[src/rtl/fcr_pkg.sv]
// Shared types, character codes and result codes for the framed command receiver.
// Used by framed_command_receiver; depends on nothing else.
package fcr_pkg;

  // Result kinds.
  localparam logic [1:0] KIND_ECHO     = 2'd0;
  localparam logic [1:0] KIND_COLOR    = 2'd1;
  localparam logic [1:0] KIND_MODE     = 2'd2;
  localparam logic [1:0] KIND_OVERFLOW = 2'd3;

  // Configuration register indexes.
  localparam logic CFG_START_MARKER = 1'b0;
  localparam logic CFG_END_MARKER   = 1'b1;

  // Characters that the parser recognises.
  localparam logic [7:0] CH_NUL   = 8'h00;
  localparam logic [7:0] CH_TAB   = 8'h09;
  localparam logic [7:0] CH_CR    = 8'h0D;
  localparam logic [7:0] CH_SPACE = 8'h20;
  localparam logic [7:0] CH_PLUS  = 8'h2B;
  localparam logic [7:0] CH_MINUS = 8'h2D;
  localparam logic [7:0] CH_ZERO  = 8'h30;
  localparam logic [7:0] CH_NINE  = 8'h39;
  localparam logic [7:0] CH_UA    = 8'h41;
  localparam logic [7:0] CH_C     = 8'h43;
  localparam logic [7:0] CH_UF    = 8'h46;
  localparam logic [7:0] CH_M     = 8'h4D;
  localparam logic [7:0] CH_UX    = 8'h58;
  localparam logic [7:0] CH_LA    = 8'h61;
  localparam logic [7:0] CH_LF    = 8'h66;
  localparam logic [7:0] CH_LX    = 8'h78;

  // Value of a byte that is no digit in any base used here.
  localparam logic [4:0] NOT_DIGIT = 5'd31;

  // Magnitude clamps at 2^32, so it needs 33 bits.
  localparam logic [32:0] MAG_LIMIT = 33'h1_0000_0000;

  typedef logic [32:0] mag_t;
  typedef logic [36:0] acc_t;

  function automatic logic [4:0] digit_val(input logic [7:0] c);
    logic [4:0] v;
    begin
      v = NOT_DIGIT;
      if (c >= CH_ZERO && c <= CH_NINE) v = 5'(c - CH_ZERO);
      else if (c >= CH_LA && c <= CH_LF) v = 5'(c - CH_LA) + 5'd10;
      else if (c >= CH_UA && c <= CH_UF) v = 5'(c - CH_UA) + 5'd10;
      return v;
    end
  endfunction

  function automatic logic is_blank(input logic [7:0] c);
    return (c == CH_SPACE) || (c >= CH_TAB && c <= CH_CR);
  endfunction

endpackage

[src/rtl/fcr_ram.sv]
// Generic single-write, single-read RAM with a registered read port.
// Stands alone; used for the frame buffer of the framed command receiver.
module fcr_ram #(
  parameter int WIDTH  = 8,
  parameter int DEPTH  = 64,
  parameter int ADDR_W = (DEPTH > 1) ? $clog2(DEPTH) : 1
) (
  input  logic              clk,
  input  logic              wr_en,
  input  logic [ADDR_W-1:0] wr_addr,
  input  logic [WIDTH-1:0]  wr_data,
  input  logic              rd_en,
  input  logic [ADDR_W-1:0] rd_addr,
  output logic [WIDTH-1:0]  rd_data
);

  logic [WIDTH-1:0] mem [DEPTH];

  always_ff @(posedge clk) begin
    if (wr_en) begin
      mem[wr_addr] <= wr_data;
    end
    if (rd_en) begin
      rd_data <= mem[rd_addr];
    end
  end

endmodule

[src/rtl/framed_command_receiver.sv]
// Framed command receiver: takes one received byte per transfer. Outside a frame a byte
// equal to start_marker opens a frame and any other byte is echoed back as a result. Inside
// a frame bytes are stored in a BUFFER_BYTES deep buffer; filling its last slot reports an
// overflow, and later bytes overwrite that slot. The end_marker closes the frame and starts
// a walk of the buffer: a type byte 'C' gives a colour from a hexadecimal number, 'M' a mode
// from a decimal number, anything else gives no result. Parsing stops after at most
// BUFFER_BYTES buffer bytes have been read; the buffer RAM delivers one byte a cycle and one
// shared multiply-accumulate unit folds one digit a cycle into the value. The byte input is
// not ready during the walk or while a result waits in the output register.
// Depends on fcr_pkg and fcr_ram.
module framed_command_receiver
  import fcr_pkg::*;
#(
  parameter int BUFFER_BYTES = 64
) (
  input  logic               clk,
  input  logic               rst,
  input  logic               cfg_valid,
  output logic               cfg_ready,
  input  logic               cfg_index,
  input  logic [7:0]         cfg_data,
  input  logic               in_valid,
  output logic               in_ready,
  input  logic [7:0]         rx_byte,
  output logic               out_valid,
  input  logic               out_ready,
  output logic [1:0]         result_kind,
  output logic [7:0]         echo_byte,
  output logic [7:0]         red,
  output logic [7:0]         green,
  output logic [7:0]         blue,
  output logic signed [31:0] mode_value
);

  localparam int IDX_W = (BUFFER_BYTES > 1) ? $clog2(BUFFER_BYTES) : 1;
  localparam logic [IDX_W-1:0] LAST_IDX = IDX_W'(BUFFER_BYTES - 1);

  localparam logic [1:0] S_IDLE = 2'd0;
  localparam logic [1:0] S_WALK = 2'd1;
  localparam logic [1:0] S_FIN  = 2'd2;

  localparam logic [2:0] PH_TYPE = 3'd0;
  localparam logic [2:0] PH_LEAD = 3'd1;
  localparam logic [2:0] PH_NUM0 = 3'd2;
  localparam logic [2:0] PH_PRE0 = 3'd3;
  localparam logic [2:0] PH_PREX = 3'd4;
  localparam logic [2:0] PH_DIG  = 3'd5;

  logic [1:0]       state;
  logic [2:0]       phase;
  logic [2:0]       phase_next;
  logic             in_frame;
  logic [IDX_W-1:0] write_index;
  logic [IDX_W-1:0] rd_ptr;
  logic             rd_valid;
  logic             neg;
  logic             neg_next;
  logic             base16;
  logic             base16_next;
  mag_t             mag;
  mag_t             mag_next;
  logic [7:0]       start_marker;
  logic [7:0]       end_marker;

  logic             in_xfer;
  logic             out_free;
  logic             wr_en;
  logic [7:0]       wr_data;
  logic             rd_en;
  logic [7:0]       ram_rdata;

  logic [4:0]       dval;
  logic             is_dig;
  acc_t             acc_sum;
  mag_t             acc_sat;
  logic             parse_done;
  logic             parse_drop;
  logic             big;
  logic [31:0]      final_val;

  assign cfg_ready = 1'b1;
  assign out_free  = !out_valid || out_ready;
  assign in_ready  = (state == S_IDLE) && out_free;
  assign in_xfer   = in_valid && in_ready;

  // Stores go to the RAM only inside a frame; the end marker stores the terminator.
  assign wr_en   = in_xfer && in_frame;
  assign wr_data = (rx_byte == end_marker) ? CH_NUL : rx_byte;
  assign rd_en   = (state == S_WALK);

  fcr_ram #(
    .WIDTH (8),
    .DEPTH (BUFFER_BYTES),
    .ADDR_W(IDX_W)
  ) u_buf (
    .clk    (clk),
    .wr_en  (wr_en),
    .wr_addr(write_index),
    .wr_data(wr_data),
    .rd_en  (rd_en),
    .rd_addr(rd_ptr),
    .rd_data(ram_rdata)
  );

  // Shared digit unit: mag * base + digit, clamped at 2^32.
  always_comb begin
    dval   = digit_val(ram_rdata);
    is_dig = base16 ? (dval < 5'd16) : (dval < 5'd10);
    if (base16) begin
      acc_sum = {mag, 4'b0000} + acc_t'(dval);
    end else begin
      acc_sum = acc_t'({mag, 3'b000}) + acc_t'({mag, 1'b0}) + acc_t'(dval);
    end
    acc_sat = (acc_sum > acc_t'(MAG_LIMIT)) ? MAG_LIMIT : acc_sum[32:0];
  end

  // One buffer byte per cycle through the number syntax.
  always_comb begin
    phase_next  = phase;
    neg_next    = neg;
    base16_next = base16;
    mag_next    = mag;
    parse_done  = 1'b0;
    parse_drop  = 1'b0;
    unique case (phase)
      PH_TYPE: begin
        if (ram_rdata == CH_C) begin
          base16_next = 1'b1;
          phase_next  = PH_LEAD;
        end else if (ram_rdata == CH_M) begin
          base16_next = 1'b0;
          phase_next  = PH_LEAD;
        end else begin
          parse_drop = 1'b1;
        end
      end
      PH_LEAD, PH_NUM0: begin
        if (phase == PH_LEAD && is_blank(ram_rdata)) begin
          phase_next = PH_LEAD;
        end else if (phase == PH_LEAD &&
                     (ram_rdata == CH_PLUS || ram_rdata == CH_MINUS)) begin
          neg_next   = (ram_rdata == CH_MINUS);
          phase_next = PH_NUM0;
        end else if (base16 && ram_rdata == CH_ZERO) begin
          // A leading zero may open a 0x prefix; the magnitude is still zero.
          phase_next = PH_PRE0;
        end else if (is_dig) begin
          mag_next   = acc_sat;
          phase_next = PH_DIG;
        end else begin
          parse_done = 1'b1;
        end
      end
      PH_PRE0: begin
        if (ram_rdata == CH_LX || ram_rdata == CH_UX) begin
          phase_next = PH_PREX;
        end else if (is_dig) begin
          mag_next   = acc_sat;
          phase_next = PH_DIG;
        end else begin
          parse_done = 1'b1;
        end
      end
      PH_PREX, PH_DIG: begin
        // After 0x with no hex digit the value is the leading zero alone.
        if (is_dig) begin
          mag_next   = acc_sat;
          phase_next = PH_DIG;
        end else begin
          parse_done = 1'b1;
        end
      end
      default: begin
        parse_drop = 1'b1;
      end
    endcase
  end

  // Saturation to 32-bit two's complement.
  always_comb begin
    big = (mag[32:31] != 2'b00);
    if (neg) begin
      final_val = big ? 32'h8000_0000 : (32'd0 - mag[31:0]);
    end else begin
      final_val = big ? 32'h7FFF_FFFF : mag[31:0];
    end
  end

  always_ff @(posedge clk) begin
    if (rst) begin
      state        <= S_IDLE;
      in_frame     <= 1'b0;
      write_index  <= '0;
      rd_valid     <= 1'b0;
      out_valid    <= 1'b0;
      start_marker <= 8'd60;
      end_marker   <= 8'd62;
    end else begin
      if (cfg_valid && cfg_ready) begin
        unique case (cfg_index)
          CFG_START_MARKER: start_marker <= cfg_data;
          CFG_END_MARKER:   end_marker   <= cfg_data;
          default:          start_marker <= start_marker;
        endcase
      end

      if (out_valid && out_ready) begin
        out_valid <= 1'b0;
      end

      unique case (state)
        S_IDLE: begin
          if (in_xfer) begin
            if (!in_frame) begin
              if (rx_byte == start_marker) begin
                in_frame <= 1'b1;
              end else begin
                out_valid   <= 1'b1;
                result_kind <= KIND_ECHO;
                echo_byte   <= rx_byte;
                red         <= 8'd0;
                green       <= 8'd0;
                blue        <= 8'd0;
                mode_value  <= 32'sd0;
              end
            end else if (rx_byte != end_marker) begin
              if (write_index == LAST_IDX) begin
                out_valid   <= 1'b1;
                result_kind <= KIND_OVERFLOW;
                echo_byte   <= 8'd0;
                red         <= 8'd0;
                green       <= 8'd0;
                blue        <= 8'd0;
                mode_value  <= 32'sd0;
              end else begin
                write_index <= write_index + 1'b1;
              end
            end else begin
              in_frame    <= 1'b0;
              write_index <= '0;
              state       <= S_WALK;
              rd_ptr      <= '0;
              rd_valid    <= 1'b0;
              phase       <= PH_TYPE;
              neg         <= 1'b0;
              mag         <= '0;
            end
          end
        end
        S_WALK: begin
          // The read pointer runs one byte ahead of the byte being parsed.
          rd_ptr   <= (rd_ptr == LAST_IDX) ? '0 : rd_ptr + 1'b1;
          rd_valid <= 1'b1;
          if (rd_valid) begin
            phase  <= phase_next;
            neg    <= neg_next;
            base16 <= base16_next;
            mag    <= mag_next;
            if (parse_drop) begin
              state <= S_IDLE;
            end else if (parse_done) begin
              state <= S_FIN;
            end
          end
        end
        S_FIN: begin
          if (out_free) begin
            out_valid <= 1'b1;
            echo_byte <= 8'd0;
            if (base16) begin
              result_kind <= KIND_COLOR;
              red         <= final_val[23:16];
              green       <= final_val[15:8];
              blue        <= final_val[7:0];
              mode_value  <= 32'sd0;
            end else begin
              result_kind <= KIND_MODE;
              red         <= 8'd0;
              green       <= 8'd0;
              blue        <= 8'd0;
              mode_value  <= $signed(final_val);
            end
            state <= S_IDLE;
          end
        end
        default: begin
          state <= S_IDLE;
        end
      endcase
    end
  end

  a_index_in_range: assert property (@(posedge clk) disable iff (rst)
    write_index <= LAST_IDX)
    else $error("write index beyond the last buffer slot");

  a_walk_outside_frame: assert property (@(posedge clk) disable iff (rst)
    (state == S_WALK || state == S_FIN) |-> (!in_frame && write_index == '0))
    else $error("buffer walk while a frame is still open");

  a_overflow_reported: assert property (@(posedge clk) disable iff (rst)
    (in_xfer && in_frame && rx_byte != end_marker && write_index == LAST_IDX)
    |=> (out_valid && result_kind == KIND_OVERFLOW))
    else $error("store into the last slot gave no overflow result");

  a_number_from_walk: assert property (@(posedge clk) disable iff (rst)
    ($rose(out_valid) && (result_kind == KIND_COLOR || result_kind == KIND_MODE))
    |-> ($past(state) == S_FIN))
    else $error("number result not produced by the buffer walk");

endmodule
[config.mk]
export PLATFORM = sky130hd
export DESIGN_NAME = framed_command_receiver
export DESIGN_NICKNAME = d
export VERILOG_FILES = /design/src/rtl/fcr_pkg.sv /design/src/rtl/fcr_ram.sv /design/src/rtl/framed_command_receiver.sv
export SDC_FILE = /design/constraint.sdc
export NUM_CORES = 1
export LEC_CHECK = 0
export BUFFER_PORTS_ARGS = -buffer_cell sky130_fd_sc_hd__buf_2
export CORE_MARGIN = 1
export CORE_UTILIZATION = 40
export CTS_CLUSTER_DIAMETER = 60
export DETAILED_ROUTE_END_ITERATION = 8
export REMOVE_ABC_BUFFERS = 1
export SLEW_MARGIN = 20
export SYNTH_ARGS = -nofsm -noshare
export SYNTH_HDL_FRONTEND = slang
export SYNTH_SLANG_ARGS = --single-unit
[constraint.sdc]
create_clock -name clk -period 6.8 [get_ports clk]
set_input_delay 1.02 -clock clk [delete_from_list [all_inputs] [get_ports clk]]
set_output_delay 1.02 -clock clk [all_outputs]
set_load 0.01 [all_outputs]
## Word level (Yosys, flattened, before mapping)

Memories as Yosys holds them, arrays and structs flattened. A register that Yosys moved wholly into a read port is not among the register bits.
Index checks and enable logic that the tools add are counted.
W data, S select, Z words.

- Bits in registers: 137
- Output and inout port bits: 69
- Bits in writable memories: 512
- Memories: 1

- Reductions and logical operators: 37
- Bitwise operators: 2
- Add/subtract/negate cells: 11
- Mux-type cells: 116
- Eq/ne operators: 40
- $lt $le $gt $ge: 11

Memory list:

| memory | depth | width | read ports | clocked after memory_dff | write ports | line | RTL |
|---|---|---|---|---|---|---|---|
| u_buf.mem | 64 | 8 | 1 | 1 | 1 | fcr_ram.sv:17 | `logic [WIDTH-1:0] mem [DEPTH];` |

Operators with widths:

| cell | count |
|---|---|
| $mux W33 | 10 |
| $mux W32 | 10 |
| $mux W8 | 16 |
| $pmux W33 S3 | 1 |
| $add A37 B5 Y37 | 2 |
| $pmux W33 S2 | 1 |
| $pmux W32 S2 | 1 |
| $pmux W8 S2 | 4 |
| $add A36 B34 Y37 | 1 |
| $gt A37 B33 Y1 const B | 1 |
| $mux W37 | 1 |
| $mux W6 | 6 |
| $mux W3 | 11 |
| $eq A8 B6 Y1 const B | 4 |
| $eq A8 B7 Y1 const B | 4 |
| $sub A1 B32 Y32 const A | 1 |
| $mux W1 | 28 |
| $mux W2 | 14 |
| $eq A8 B8 Y1 | 2 |
| $ge A8 B7 Y1 const B | 2 |
| $le A8 B7 Y1 const B | 2 |
| $mux W5 | 3 |
| $ne A3 B3 Y1 const B | 5 |
| $ne A2 B2 Y1 const B | 7 |
| other kinds (47) | 80 |

## Logic depth before layout (Yosys ltp)

- Depth after elaboration: 16
- Gate-level depth with buffers: 17
- Mapped depth without buffers: 17

## By module

From an unflattened synthesis, not the netlist that was laid out.

- Cell total of the unflattened synthesis: 2139
- Area total of the unflattened synthesis: 30549.3 µm²

By module, submodules not included:

| module | times used | area an instance (µm²) | cells an instance |
|---|---|---|---|
| fcr_ram | 1 | 20270.7 | 972 |
| framed_command_receiver | 1 | 10278.6 | 1167 |

## Worst setup path before layout

No wires, ideal clock.

- Path kind: input to register
- Start point: input port rx_byte[7]
- End point: register blue[0], enable pin
- Stages: 8
- Path slack: -0.506 ns
- Path buffers: 0
- Data required time: 6.228 ns
- Data arrival time: 6.735 ns
- Path through: xor2_1 > nor4_1 > nand2_1 > or4b_2 > nand2_1 > o311a_1 > o21ai_0 > nor3_1

- Word-level cells in the longest chain between the ends: 3
- Elaborated cells between the ends (all ways): 5
- Those cells by class: eq/ne: 4; reduce/logical: 1

Ends and longest elaborated chain:

| element | line | RTL |
|---|---|---|
| start, declared | framed_command_receiver.sv:24 | `input logic [7:0] rx_byte,` |
| $ne A8 B8 Y1 / $eq A8 B8 Y1 (equally long branches) | framed_command_receiver.sv:226, framed_command_receiver.sv:215 |  |
| $ne A3 B2 Y1 (no line) / $ne A3 B3 Y1 (equally long branches) | -- |  |
| $reduce_and A7 Y1 (no line) (*) | -- |  |
| end signal, assigned | framed_command_receiver.sv:274 | `blue <= final_val[7:0];` |
| end, declared | framed_command_receiver.sv:31 | `output logic [7:0] blue,` |

Mark *: on every way between the ends. The rest lies on a longest branch, timed or not.
A chain may end at the register's enable or synchronous reset.

## Worst setup path in the final report

- Start point: register u_buf.rd_data[3] (read register of u_buf.mem)
- End point: register mag[25] (data pin)

- Word-level cells in the longest chain between the ends: 16
- Elaborated cells between the ends (all ways): 33
- Those cells by class: add/sub: 7; order compare: 9; mux: 14; reduce/logical: 3

Ends and longest elaborated chain:

| element | line | RTL |
|---|---|---|
| start, declared | fcr_ram.sv:14 | `output logic [WIDTH-1:0] rd_data` |
| $sub A5 B1 Y5 (tied with other cells) | fcr_pkg.sv:47, fcr_pkg.sv:48 |  |
| $add A5 B4 Y5 / $logic_and A1 B1 Y1 (equally long branches) | fcr_pkg.sv:47, fcr_pkg.sv:48 |  |
| $mux W5 | fcr_pkg.sv:48 | `else if (c >= CH_UA && c <= CH_UF) v = 5'(c - CH_UA) + 5'd10;` |
| $mux W5 | fcr_pkg.sv:47 | `else if (c >= CH_LA && c <= CH_LF) v = 5'(c - CH_LA) + 5'd10;` |
| $mux W5 (*) | fcr_pkg.sv:46 | `if (c >= CH_ZERO && c <= CH_NINE) v = 5'(c - CH_ZERO);` |
| $add A37 B5 Y37 (on tied branches) | framed_command_receiver.sv:112, framed_command_receiver.sv:110 |  |
| $mux W37 | framed_command_receiver.sv:109 | `if (base16) begin` |
| $gt A37 B33 Y1 | framed_command_receiver.sv:114 | `acc_sat = (acc_sum > acc_t'(MAG_LIMIT)) ? MAG_LIMIT : acc_sum[32:0];` |
| $mux W33 | framed_command_receiver.sv:114 |  |
| $mux W33 (*) | framed_command_receiver.sv:147, framed_command_receiver.sv:157, framed_command_receiver.sv:166 |  |
| $mux W33 | framed_command_receiver.sv:144 | `end else if (base16 && ram_rdata == CH_ZERO) begin` |
| $mux W33 | framed_command_receiver.sv:140 | `end else if (phase == PH_LEAD &&` |
| $mux W33 | framed_command_receiver.sv:138 | `if (phase == PH_LEAD && is_blank(ram_rdata)) begin` |
| $pmux W33 S3 (*) | framed_command_receiver.sv:125 | `unique case (phase)` |
| $mux W33 (*) | framed_command_receiver.sv:254 | `if (rd_valid) begin` |
| $pmux W33 S2 (*) | framed_command_receiver.sv:211 | `unique case (state)` |
| end signal, assigned | framed_command_receiver.sv:258 | `mag <= mag_next;` |
| end, declared | framed_command_receiver.sv:60 | `mag_t mag;` |

Mark *: on every way between the ends. The rest lies on a longest branch, timed or not. The select of a mux whose other input is x is not followed.

==> impl_results.md <==
* Final hold slack at 0.472 ns
* FF+latch count, synth at 657
* Worst EP required at 7.26 ns
* I/O Pins at slightly above 90
* Slew @ Worst Pin at 1.14 ns
* Status: finished, final reports clean
* Sequential share of power at 52.6%
* Final core utilization at 45.5%
* # diodes at 0
* Top post-synthesis cells by area: edfxtp_1, mux4_2, ha_1
* Logic pwr share at between 1.5 and 2%
* F_max at 166 MHz
* Antenna violations before repair at 0
* Startpoint Class: flop
* CTS tree: built
* Int Pwr at 6.70 mW
* CTS root buffer: clkbuf_16
* Leak at 11.3 nW
* Post-DP HPWL at between 50 and 60 mm
* Crit. End Element: flop
* Synth Warn # at 0
* Critical Path Max Stage Delay at 0.72 ns
* Clock power share at 45.8%
* Die ar. at approximately 80,000 um^2
* Final Setup Violations at 0
* Max_slew headroom at 24.0%
* FF-to-FF path depth at 15
* H-tree depth at 3
* Number of global-route vias before repair at 18,700
* Worst skew pair latency at 0.63 ns
* RSZ-0062 raised after global routing: false
* Area added between synthesis and finish at 12.4%
* MaxCap Viol Count at 0
* Initial Util at 40.5%
* DRC Markers at 0
* Hold Startpoint: end_marker[0]
* Wire length of the first global-routing pass at 119 mm
* Post-layout min period at 6.03 ns
* Fin nets at around 2,200
* Hold Buf Count CTS at 0
* Die width at 279 um
* Final Hold Viols at 0
* Largest net degree at the start of global routing at 132
* FF-to-FF setup slack at between 0.7 and 0.8 ns
* Post-route ant nets at 0
* Multi-input gate area at around 11,000 um^2
* Net Sw Frac at 20.9%
* Register area share after synthesis at 63.2%
* Critical path's top delay family: compound AO/OA/AOI/OAI gates
* Post-synth EDFFs at 630
* Slew Viols, Final at 0
* Die height at 279 um
* Setup Fix Bufs, Post-CTS at 0
* Crit path kind: flop to flop
* Slowest-stage cell, CP: o31ai_1
* VDD IR-drop max at about 0.22 mV
* Asr flop ratio synth at 0%
* Crit path buffers/inverters at 1
* Via count at around 19,000
* RR Endpoint: mag[25]
* Power per Cell Area at 245 nW/um^2
* 1st-pass router iterations at 6
* Netlist Area Pre-Place at 30,800 um^2
* Resize count post-CTS at 0
* Top cells by count, synth: edfxtp_1, nor2_1, mux4_2
* RePlAce Congestion at 0.919
* Clk buf depth at 3
* Cell Rows at 101
* Num Clock Sinks at 657
* Post-Synthesis Cells at approximately 2,100
* Core ar. at 76,100 um^2
* Hold Crit Endpoint: end_marker[0]
* Crit path DAT at 6.49 ns
* Seq. cell area at approximately 20,000 um^2
* P_sw at 1.77 mW
* Vias per cell at 5.85
* Critical R2R Launch: u_buf.rd_data[3]
* Synth top area share at 61.5%
* Layout cells sized above 1 at 19.4%
* Yosys cell types at 79
* CP max FO at 23
* Yosys top cell by area: edfxtp_1
* Clock Pin Slew Worst Setup and Hold Paths at 0.06 ns
* GRT Total Usage at 20.1%
* Total CTS buffers at 71
* Crit share post-route at 88.7%
* DRT iter0 DRCs at 1,769
* Top_reg_cell synth: edfxtp_1
* Syn_area_per_cell at 14.7 um^2
* Total routed wirelength at ~78 mm
* Drt wl/cell at 24.2 um
* Hold Crit Depth at 2
* Crit-path cells: or4b_2 -> a311o_1 -> o21a_1 -> fa_1 -> ha_1 -> nor2_1 -> o31ai_1 -> a22o_1 -> o21ai_0 -> and4_1 -> a211oi_1 -> a31oi_2 -> buf_4 -> nor2_1 -> a22o_1
* PortBufs at 89
* Most frequent cell after synthesis: edfxtp_1
* Fillcell total at ~6,700
* Worst min path class: flop to flop
* Total gr overflow at 0
* Skew final at 0.0353 ns
[metrics by stage]
step	TNS (ns)	instance area (um^2)	setup WS [ns]	cells	total power, mW
6_report	0	34600	0.771	3226	8.47
5_1_grt	0	34600	0.441	3226	8.70
4_1_cts	0	34600	0.843	3226	8.55
3_5_place_dp	0	32200	0.910	3099	4.68
3_3_place_gp	0	32200	1.04	3099	4.67
2_1_floorplan	-41.71	30200	-0.617	1954	4.61
[layout make-up]
class	count	area share (%)
clock buffer	83	5.27
inverter	23	0.250
tap	1030	3.73
sequential	657	56.3
clock inverter	44	1.52
timing repair buffer	115	1.92
multi-input combinational	1274	31.1
[metal layers]
layer / vias up / part of all wire (%) / track usage (%)
met5: - / 0 / 0
met2: 663 / 51 / 34.7
li1: 8365 / - / -
met3: 148 / 5.6 / 3.43
met1: 9697 / 41 / 25.9
met4: 0 / 2.9 / 6.31
[power groups by stage]
| stage | logic, mW | registers [mW] | clock network, mW |
|---|---|---|---|
| 2_1_floorplan | 0.0532 | 4.55 | 0 |
| 3_3_place_gp | 0.131 | 4.54 | 0 |
| 3_5_place_dp | 0.136 | 4.54 | 0 |
| 4_1_cts | 0.136 | 4.46 | 3.95 |
| 5_1_grt | 0.146 | 4.46 | 4.10 |
| 6_report | 0.135 | 4.46 | 3.88 |
[kinds of logic after synthesis]
group	after synthesis	share of synthesized area (%)
flip-flops	657	63.2
other	1	0.0122
adder cells (fa/ha/maj)	76	3.16
multiplexers	186	12.9
buffers and inverters	162	2.02
XOR/XNOR	73	2.08
AND/OR/NAND/NOR	632	9.95
AO/OA/AOI/OAI	306	6.68
[how the worst max path moves through the flow]
stage / from / end / slack (ns) / cells past startpoint
global placement: u_buf.rd_data[3] / mag[24] / 1.04 / 16
global route: u_buf.rd_data[3] / mag[25] / 0.44 / 16
CTS: u_buf.rd_data[3] / mag[25] / 0.84 / 16
finish: u_buf.rd_data[3] / mag[25] / 0.77 / 15
floorplan: rx_byte[7] / blue[0] / -0.62 / 8
detailed placement: u_buf.rd_data[3] / mag[25] / 0.91 / 16
[cells in the final DEF (no fill, tap or decap), types with 17 or more instances in the layout]
cell type	count
nor2_1	227
nor3_1	39
and2_1	17
inv_1	23
nand2_1	135
o21ai_0	56
ha_1	73
edfxtp_1	630
a31oi_1	21
nor4_1	17
a21oi_1	70
mux4_2	168
buf_2	89
xor2_1	32
nand3_1	51
dfxtp_1	27
buf_4	24
clkbuf_16	71
o31ai_1	40
nand4_1	28
xnor2_1	41
and3_1	17
[registers in the layout, summed over array words and instances (netlist names), 3 cells and up]
| register | flops |
|---|---|
| mode_value | 32 |
| rd_ptr | 6 |
| end_marker | 8 |
| start_marker | 8 |
| blue | 8 |
| u_buf.rd_data | 8 |
| echo_byte | 8 |
| phase | 3 |
| red | 8 |
| write_index | 6 |
| u_buf.mem | 512 |
| green | 8 |
| mag | 33 |
[worst reg2reg max path: stages (launching register included)]
cell and delay, ns:
edfxtp_1 0.52, or4b_2 0.71, a311o_1 0.40, o21a_1 0.27
fa_1 0.46, ha_1 0.34, nor2_1 0.07, o31ai_1 0.72
a22o_1 0.35, o21ai_0 0.21, and4_1 0.25, a211oi_1 0.34
a31oi_2 0.14, buf_4 0.25, nor2_1 0.59, a22o_1 0.24
Power figures use the tool's default switching activity.
